[src/design/bia_pkg.sv]
`timescale 1ns / 1ps

package bia_pkg;

    // Identifier space and map geometry. WORD_BITS is a power of two.
    localparam int MAX_ID    = 65535;
    localparam int WORD_BITS = 64;
    localparam int MAP_WORDS = (MAX_ID + WORD_BITS) / WORD_BITS;
    localparam int ADDR_W    = (MAP_WORDS > 1) ? $clog2(MAP_WORDS) : 1;
    localparam int BIT_W     = $clog2(WORD_BITS);
    localparam int CNT_W     = $clog2(MAP_WORDS + 1);

    // Fixed field widths
    localparam int OP_W = 2;
    localparam int ST_W = 2;
    localparam int ID_W = 16;

    typedef logic [WORD_BITS-1:0] word_t;

    localparam word_t WORD_ONES = '1;
    localparam word_t WORD_ONE  = word_t'(1);
    // Bits of the last word that stand for identifiers up to MAX_ID
    localparam word_t LAST_MASK = WORD_ONES >> (WORD_BITS - 1 - (MAX_ID % WORD_BITS));
    localparam logic [ADDR_W-1:0] LAST_WORD = ADDR_W'(MAX_ID / WORD_BITS);
    localparam logic [ID_W-1:0]   MAX_ID_V  = ID_W'(MAX_ID);
    localparam logic [CNT_W-1:0]  SCAN_LAST = CNT_W'(MAP_WORDS);

    // Command codes
    localparam logic [OP_W-1:0] OP_ALLOC = 2'd0;
    localparam logic [OP_W-1:0] OP_FREE  = 2'd1;
    localparam logic [OP_W-1:0] OP_INIT  = 2'd2;
    localparam logic [OP_W-1:0] OP_EXIT  = 2'd3;

    // Result status codes
    localparam logic [ST_W-1:0] ST_OK      = 2'd0;
    localparam logic [ST_W-1:0] ST_INVALID = 2'd1;
    localparam logic [ST_W-1:0] ST_NOSPACE = 2'd2;

    // Controller to datapath
    typedef struct packed {
        logic clr_wr;
        logic acc_alloc;
        logic acc_free;
        logic scan_step;
        logic alloc_ok;
        logic free_ok;
        logic fail_nospace;
        logic fail_invalid;
        logic do_init;
        logic do_exit;
    } dp_cmd_t;

    // Datapath to controller
    typedef struct packed {
        logic disabled;
        logic fid_bad;
        logic hit;
        logic scan_done;
        logic bit_set;
        logic clr_last;
    } dp_stat_t;

endpackage

[src/design/bia_ctrl.sv]
`timescale 1ns / 1ps

module bia_ctrl (
    input  logic                      clk,
    input  logic                      rst_n,
    input  logic                      start,
    input  logic [bia_pkg::OP_W-1:0]  opcode,
    input  bia_pkg::dp_stat_t         stat,
    output logic                      busy,
    output bia_pkg::dp_cmd_t          cmd
);
    import bia_pkg::*;

    localparam logic [1:0] S_CLEAR = 2'd0;
    localparam logic [1:0] S_IDLE  = 2'd1;
    localparam logic [1:0] S_SCAN  = 2'd2;
    localparam logic [1:0] S_FREE  = 2'd3;

    logic [1:0] state_reg;
    logic [1:0] state_next;

    always_ff @(posedge clk or negedge rst_n)
    begin
        if (!rst_n)
        begin
            state_reg <= S_CLEAR;
        end
        else
        begin
            state_reg <= state_next;
        end
    end

    always_comb
    begin
        cmd        = '0;
        state_next = state_reg;
        unique case (state_reg)
            S_CLEAR:
            begin
                cmd.clr_wr = 1'b1;
                if (stat.clr_last)
                begin
                    state_next = S_IDLE;
                end
            end
            S_IDLE:
            begin
                if (start)
                begin
                    unique case (opcode)
                        OP_ALLOC:
                        begin
                            if (stat.disabled)
                            begin
                                cmd.fail_nospace = 1'b1;
                            end
                            else
                            begin
                                cmd.acc_alloc = 1'b1;
                                state_next    = S_SCAN;
                            end
                        end
                        OP_FREE:
                        begin
                            if (stat.disabled || stat.fid_bad)
                            begin
                                cmd.fail_invalid = 1'b1;
                            end
                            else
                            begin
                                cmd.acc_free = 1'b1;
                                state_next   = S_FREE;
                            end
                        end
                        OP_INIT:
                        begin
                            cmd.do_init = 1'b1;
                            if (stat.disabled)
                            begin
                                state_next = S_CLEAR;
                            end
                        end
                        OP_EXIT:
                        begin
                            cmd.do_exit = 1'b1;
                        end
                    endcase
                end
            end
            S_SCAN:
            begin
                priority if (stat.hit)
                begin
                    cmd.alloc_ok = 1'b1;
                    state_next   = S_IDLE;
                end
                else if (stat.scan_done)
                begin
                    cmd.fail_nospace = 1'b1;
                    state_next       = S_IDLE;
                end
                else
                begin
                    cmd.scan_step = 1'b1;
                end
            end
            S_FREE:
            begin
                if (stat.bit_set)
                begin
                    cmd.free_ok = 1'b1;
                end
                else
                begin
                    cmd.fail_invalid = 1'b1;
                end
                state_next = S_IDLE;
            end
        endcase
    end

    assign busy = (state_reg != S_IDLE);

endmodule

[config.mk]
export PLATFORM = sky130hd
export DESIGN_NAME = bia_ctrl
export DESIGN_NICKNAME = d
export VERILOG_FILES = /design/src/design/bia_pkg.sv /design/src/design/bia_ctrl.sv
export SDC_FILE = /design/constraint.sdc
export NUM_CORES = 1
export LEC_CHECK = 0
export BUFFER_PORTS_ARGS = -buffer_cell sky130_fd_sc_hd__buf_4
export CORE_AREA = 5 5 42 44
export DETAILED_ROUTE_END_ITERATION = 7
export DIE_AREA = 0 0 47 49
export GPL_TIMING_DRIVEN = 0
export HOLD_SLACK_MARGIN = 0.03
export SETUP_SLACK_MARGIN = 0.05
export SLEW_MARGIN = 20
export SYNTH_ARGS = -nofsm -noshare
export SYNTH_HDL_FRONTEND = slang
export SYNTH_SLANG_ARGS = --single-unit
[constraint.sdc]
create_clock -name clk -period 2.3 [get_ports clk]
set_clock_uncertainty 0.1 [all_clocks]
set_input_delay 0.46 -clock clk [delete_from_list [all_inputs] [get_ports clk]]
set_output_delay 0.46 -clock clk [all_outputs]
set_load 0.02 [all_outputs]
== After elaboration in Yosys (flattened, before gate mapping) ==
Index checks and enable logic that the tools add are counted.

* Bits in registers: 2
* Bits in latches: 0
* RAM bits: 0
* Bits in read-only memories: 0
* Input port bits: 11
* Output and inout bits: 11
* Word-level logic and storage cells: 54
* Memories kept: 0

* $add $sub $neg: 0
* Multipliers: 0
* Div/mod/pow operators: 0
* $lt $le $gt $ge: 0
* Eq/ne operators: 14
* Shifts and indexed selects: 0
* Multiplexer cells: 35
* Bitwise gates (word level): 0
* Reduce and logical (&&, ||, !) cells: 4

{| class="wikitable"
|+ Operators by type and width
! operator !! count
|-
| two-way mux 2 bit || 11
|-
| two-way mux 1 bit || 19
|-
| inequality test 3 bit, second input constant || 4
|-
| equality test 2 bit, second input constant || 4
|-
| one-hot mux 2 bit (4 select lines) || 1
|-
| AND reduction 7 bit || 1
|-
| one-hot mux 2 bit (3 select lines) || 1
|-
| equality test 2 x 1 -> 1 bit, second input constant || 2
|-
| zero test 2 bit || 2
|-
| two-way mux 4 bit || 1
|-
| inequality test 2 bit, second input constant || 2
|-
| inequality test 4 x 1 -> 1 bit, second input constant || 1
|-
| one-hot mux 1 bit (2 select lines) || 2
|-
| inequality test 2 x 1 -> 1 bit, second input constant || 1
|-
| logical OR 1 bit || 1
|}

== Logic depth before layout (Yosys ltp) ==
Gate-level depths: netlist of the first run.

* Depth in word-level cells: 5
* Gate-level depth with buffers: 6
* Gate-level depth less buffers: 6

== Least setup slack after synthesis of the first run ==
OpenSTA, ideal clock, no wires.

* Path type: register to output
* Start: reg state_reg[1]
* End: out cmd[8] in the netlist's numbering
* Arrival time: 1,436 ps
* Required time: 1,740 ps
* Path slack: 304 ps
* Stages on the path, launching flop included: 5
* Buffers on the path: 0
* Path through: dfrtp_1 > inv_1 > ha_1 > nand2_1 > nor4_1

{| class="wikitable"
|+ RTL lines
! element !! RTL line !! text
|-
| from (decl) || bia_ctrl.sv:19 || <nowiki>logic [1:0] state_reg;</nowiki>
|-
| from (signal assigned) || bia_ctrl.sv:30 || <nowiki>state_reg <= state_next;</nowiki>
|-
| to (decl) || bia_ctrl.sv:10 || <nowiki>output bia_pkg::dp_cmd_t cmd</nowiki>
|}

==> results of run 1 <==
-- final cells by class --
| class | instances | area (sq um) | area share, % |
|---|---|---|---|
| Timing Repair Buffer | 21 | 160 | 30.5 |
| Inverter | 8 | 30.0 | 5.73 |
| Buffer | 1 | 7.51 | 1.43 |
| Clock buffer | 3 | 22.5 | 4.30 |
| Sequential cell | 2 | 50.0 | 9.55 |
| Multi-Input combinational cell | 31 | 234 | 44.6 |
| Tap cell | 16 | 20.0 | 3.82 |
-- kinds of logic after synthesis --
kind of cell / synth area share (%)
compound gates: 24.7
flops: 16.2
xor+xnor: 2.83
buf+inv: 12.1
fa+ha+maj: 16.2
simple gates: 27.9
-- power groups by stage --
| stage | registers (mW) | clock network [mW] | logic, mW |
|---|---|---|---|
| 6_report | 0.0722 | 0.0773 | 0.320 |
| 2_1_floorplan | 0.0647 | 0 | 0.205 |
| 4_1_cts | 0.0690 | 0.0835 | 0.309 |
| 5_1_grt | 0.0749 | 0.0906 | 0.355 |
| 3_3_place_gp | 0.0685 | 0 | 0.305 |
| 3_5_place_dp | 0.0692 | 0 | 0.306 |
-- per-layer routing --
layer,up-vias,GRT usage (%),share of wire (%),routed length [um]
met5,-,0,0,0
met4,0,6.91,0,0
met3,0,1.48,7.7,62
met2,8,11.8,54,435
met1,158,9.21,38,303
li1,194,-,-,-
-- worst paths after layout --
path,startpoint,to,slack [ns],cells past startpoint
worst max-delay path,state_reg[0],cmd[6],0.23,4
worst min-delay path,rst_n,state_reg[1],0.45,2
worst max register to register,state_reg[0],state_reg[1],0.59,6
worst min register to register,state_reg[1],state_reg[1],0.45,1
max in group asynchronous,rst_n,state_reg[0],1.56,2
min in group clk,state_reg[1],state_reg[1],0.45,1
-- synth_stat cells, drive strengths merged --
library cell  number  area share (%)
inv                8             9.7
ha                 4              16
nand2              4             4.9
nor2               3             3.6
and2               2             4.0
dfrtp              2              16
nor3               2             3.2
o22ai              2             6.1
a21oi              1             1.6
a221oi             1             4.9
a31oi              1             2.0
a32oi              1             2.8
buf                1             2.4
nand2b             1             2.0
nand3              1             1.6
nor2b              1             2.0
nor3b              1             2.4
nor4               1             2.0
o21ai              1             1.6
o2bb2ai            1             2.8
o32ai              1             2.8
or2                1             2.0
xor2               1             2.8
-- stage by stage --
stage	cells	setup slack, ns
floorplan	42	0.304
global route	82	0.0935
finish	82	0.231
CTS	82	0.134
global placement	78	0.376
detailed placement	78	0.378
-- worst max-delay path, stage by stage, from the launching register on --
cell,delay (ns)
dfrtp_1,0.43
inv_1,0.13
ha_1,0.19
nor3b_1,0.33
buf_4,0.21
-- placed cells by master (no fill, tap or decap) --
| master | n |
|---|---|
| buf_4 | 21 |
| inv_1 | 8 |
| nand2_1 | 4 |
| nor2_1 | 3 |
| ha_1 | 3 |
| clkbuf_4 | 3 |
| nor3_1 | 2 |
| and2_1 | 2 |
| dfrtp_1 | 2 |
| or2_1 | 1 |
| nand3_1 | 1 |
| o32ai_1 | 1 |
| a32oi_1 | 1 |
| nor2b_1 | 1 |
| nor4_1 | 1 |
| nor3b_1 | 1 |
| nand2b_1 | 1 |
| xor2_1 | 1 |
| o22ai_2 | 1 |
| a221oi_2 | 1 |
| o21ai_0 | 1 |
| o2bb2ai_1 | 1 |
| a21oi_1 | 1 |
| o22ai_1 | 1 |
| a31oi_1 | 1 |
| ha_4 | 1 |
| dlygate4sd3_1 | 1 |
-- timing repair --
item / in CTS / in global routing
setup endpoints to repair: 0 / 1
gates resized for setup: 0 / 2
hold buffers: 1 / 0
endpoints found under the hold margin: 2 / 0
==> metrics, run 1 <==
initial antenna violation count=0; drt initial violations=4; drt via density=roughly 4.4; first-pass detailed-route iteration total=4; sw frac=45.7%; Antenna Cells=0; CTS root buf=clkbuf_4; # fillers=about 180; Core Area=1400 sq um; sum of negative setup slack=0 ns; Setup crit end kind=output pin; worst-path fanout max=4; row cnt=14; Finished Core Util=a little under two fifths; pin count of the biggest net entering global routing=9; max-capacitance violation count=0; Final Hold Violating Endpoints=0; CTS tree=done; total number of vias=360; Port-buffer cells=20; Crit path required time=1.74 ns; layout cells sized above 1=40.9%; CTS Buf Count=3; worst slew pin tran=0.337 ns; die width=roughly 47 um; syn avg cell area=7.36 sq um; Int Power=0.255 mW; RSZ-0062 raised after global routing=no; die height=49 um; sequential power share=~15%; clk sinks=2; register area share after synthesis=16.2%; first-pass GRT wire length=1.34 mm; WS Path Type=register to output pin; Worst-Skew Late Latency=between 0.2 and 0.25 ns; wire per inst=about 10 um; vias in the first global route=roughly 350; Logic pwr share=68.2%; Clock Power Share=between 10% and 20%; Mapped Cells=42; post-synthesis cell area=309 sq um; Achievable Freq=a little under 500 MHz; worst hold slack=about 0.45 ns; # IOs=22; Total Routing Usage GR=7.95%; final wirelength=801 um; Static Leakage=approximately 0.27 nW; Final HPWL DP=approximately 690 um; Setup Viol. Count Final=0; outcome=completed; Clock transition at path regs=0.03 ns; Rel. slew slack=77.5%; Clock Path Buffers=2; Peak VDD IR=0.387 mV; synth unique cells=24; Ys Warns=0; post-CTS setup buffer count=0; Final period util=between 80 and 90%; Starting Density=22.1%; GPL Wtd Cong=approximately 0.73; die footprint=2300 sq um; Nets=83; post-route design area=524 sq um; Syn Nets=57; H-tree levels=1; Placed Instance Area=around 480 sq um; Max Slew Vio Count=0; Remaining Overflow, GRT=0; Net Switching=0.214 mW; Arr. time, crit path=between 1.5 and 2 ns; Tot Pwr=0.470 mW; post-layout minimum cycle time=just over 2 ns; Largest register FFs=2; Worst Setup Start Kind=register; HP Class=input pin to async pin; power per cell area=896 nW/um^2; P&R area growth vs syn=69.6%; DR DRC count=0; Final ANT Viol Nets=0; Synth Register Bits=2
Power figures use the tool's default switching activity.
==> run 2: changes to the inputs <==
--- a/config.mk
+++ b/config.mk
@@ -5,10 +5,11 @@
 export SDC_FILE = /design/constraint.sdc
 export NUM_CORES = 1
 export LEC_CHECK = 0
+export ABC_AREA = 1
 export BUFFER_PORTS_ARGS = -buffer_cell sky130_fd_sc_hd__buf_4
-export CORE_AREA = 5 5 42 44
+export CORE_MARGIN = 5
+export CORE_UTILIZATION = 25
 export DETAILED_ROUTE_END_ITERATION = 7
-export DIE_AREA = 0 0 47 49
 export GPL_TIMING_DRIVEN = 0
 export HOLD_SLACK_MARGIN = 0.03
 export SETUP_SLACK_MARGIN = 0.05
==> metrics, run 2 <==
Crit path required time=1.74 ns (about the same); total number of vias=422 (+17%); Worst-Skew Late Latency=0.23 ns (about the same); CTS Buf Count=3 (unchanged); GPL Wtd Cong=0.739 (+0.83%); FF/Latch Area=50.0 sq um (unchanged); Hold Path Depth=2; Synth async-reset ratio=100% (unchanged); worst-path fanout max=6 (+2); Nets=101 (+22%); worst setup margin=0.245 ns (+0.0143 ns); die footprint=2170 sq um (-5.6%); pin count of the biggest net entering global routing=7 (-2); CTS root buf=clkbuf_4; Remaining Overflow, GRT=0 (unchanged); first-pass detailed-route iteration total=3 (-1); EDFF count, synth=0 (unchanged); Final ANT Viol Nets=0 (unchanged); sequential power share=14.5% (-0.9 points); Port-buffer cells=21 (+5.0%); DR DRC count=0 (unchanged); synth unique cells=15 (-38%); reg2reg path depth=10 (+4); Net Switching=0.241 mW (+12%); post-CTS setup buffer count=0 (unchanged); pre-CTS WS=0.435 ns (+0.0570 ns); commonest non-fill, non-tap cell in the layout=buf_4; drt initial violations=13 (+9); RSZ-0062 raised after global routing=no; post-layout minimum cycle time=2.05 ns (-0.0143 ns); Clock Path Buffers=2 (unchanged); Achievable Freq=487 MHz (+0.70%); # fillers=148 (-18%); CTS tree=done; worst hold slack=0.440 ns (-0.00925 ns); # IOs=22 (unchanged); top-count cell post-synth=nand2_1; top cells by area, synth=nand2_1 (19%), dfrtp_1 (15%), ha_1 (15%); crit path launch=state_reg[1]; Final period util=89.3% (-0.62 points); post-synthesis cell area=335 sq um (+8.5%); P&R area growth vs syn=63.1%; worst slew pin tran=0.221 ns (-0.116 ns); layout cells sized above 1=35.7% (-5.2 points); initial antenna violation count=0 (unchanged); Tot Pwr=0.491 mW (+4.5%); r2r setup slk=0.82 ns (+0.23 ns); Final HPWL DP=728 um (+6.2%); Synth Register Bits=2 (unchanged); most used flip-flop cell after synthesis=dfrtp_1; Largest register FFs=2 (unchanged); Arr. time, crit path=1.49 ns (-0.02 ns); sw frac=49.1% (+3.5 points); outcome=completed; HP Class=register to register; Rel. slew slack=85.2% (+7.6 points); clk sinks=2 (unchanged); Ys Warns=0 (unchanged); Worst Setup Start Kind=register; Setup Viol. Count Final=0 (unchanged); vias in the first global route=356 (+3.2%); area occupied by multi-input gates=239 sq um (+2.1%); Finished Core Util=42.6% (+5.1 points); Peak VDD IR=0.314 mV (-19%); drt via density=4.26 (-2.9%); Static Leakage=0.339 nW (+26%); H-tree levels=1 (unchanged); sum of negative setup slack=0 ns (unchanged); Post-synth top cells=nand2_1 (17), inv_1 (12), nor2_1 (9), ha_1 (4), nand3_1 (3); Worst Setup EP=cmd[2]; r2r startpoint=state_reg[1]; Clock Power Share=15.9% (-0.5 points); post-synth top area share=19.0% (+2.8 points); power per cell area=898 nW/um^2 (+0.24%); register area share after synthesis=14.9% (-1.3 points); largest area contributor in the netlist=nand2_1; max-capacitance violation count=0 (unchanged); most frequent cells in the layout=buf_4 (21), nand2_1 (17), inv_1 (12); Final Hold Violating Endpoints=0 (unchanged); Max Slew Vio Count=0 (unchanged); die width=46.6 um (-0.80%); Setup crit end kind=output pin; WS Path Type=register to output pin; syn avg cell area=5.68 sq um (-23%); Syn Nets=74 (+30%); Starting Density=26.1% (+4.0 points); Int Power=0.250 mW (-2.1%); first-pass GRT wire length=1.39 mm (+3.6%); wire per inst=8.89 um (-9.0%); row cnt=13 (-1); Logic pwr share=69.6% (+1.4 points); RR Endpoint=state_reg[1]; Clock transition at path regs=0.03 ns (about the same); Total Routing Usage GR=9.05% (+1.1 points); Core Area=1280 sq um (-8.3%); Antenna Cells=0 (unchanged); final wirelength=880 um (+9.9%); Mapped Cells=59 (+40%); die height=46.6 um (-4.8%)
-- run 2: final cells by class --
| type | instances | area share (%) |
|---|---|---|
| inverter | 13 | 8.92 |
| sequential | 2 | 9.15 |
| multi-input combinational | 44 | 43.7 |
| tap | 15 | 3.43 |
| timing repair buffer | 22 | 30.7 |
| clock buffer | 3 | 4.12 |
-- run 2: power by group through the flow --
stage / clock, mW / combinational (mW) / sequential, mW
floorplan: 0 / 0.232 / 0.0668
global placement: 0 / 0.339 / 0.0713
detailed placement: 0 / 0.338 / 0.0718
CTS: 0.0820 / 0.343 / 0.0716
global route: 0.0899 / 0.378 / 0.0755
finish: 0.0781 / 0.342 / 0.0713
-- run 2: stage by stage --
step,std cells,instance area [sq um]
floorplan,59,335
global placement,95,512
detailed placement,95,512
global route,99,547
CTS,99,544
finish,99,547
-- run 2: kinds of logic (layout without fill, tap and decap cells) --
kind of cell,after synthesis,after routing,share of synthesized area [%]
AND/OR/NAND/NOR,37,37,50.4
flip-flops,2,2,14.9
buffers and inverters,13,38,14.6
AO/OA/AOI/OAI,3,3,5.22
adder cells (fa/ha/maj),4,4,14.9
-- run 2: worst max-delay path: stages (launching register included) --
cell     delay [ns]
dfrtp_1        0.41
inv_1          0.10
ha_2           0.23
o21ai_0        0.11
nor2_2         0.13
nand2_1        0.07
o21ai_0        0.07
buf_4          0.16
-- run 2: worst min path at each step --
stage,from,end
after global routing,rst_n,state_reg[1]
final,state_reg[0],state_reg[0]
after detailed placement,rst_n,state_reg[0]
after global placement,rst_n,state_reg[0]
after floorplan,rst_n,state_reg[0]
after CTS,state_reg[0],state_reg[0]
-- run 2: layer usage --
metal  global-route usage [%]  routed length (um)  vias up  share of wire, %
met5                        0                   0        -                 0
met4                     3.31                   0        0                 0
met3                     4.69                  74        0               8.4
met2                     14.0                 443       10                50
met1                     10.6                 361      183                41
li1                         -                   -      229                 -
-- run 2: repair_timing --
item | in CTS | in global routing
resized for setup | 0 | 1
hold endpoints to repair | 2 | 0
endpoints found under the setup margin | 0 | 1
hold buffers | 1 | 0
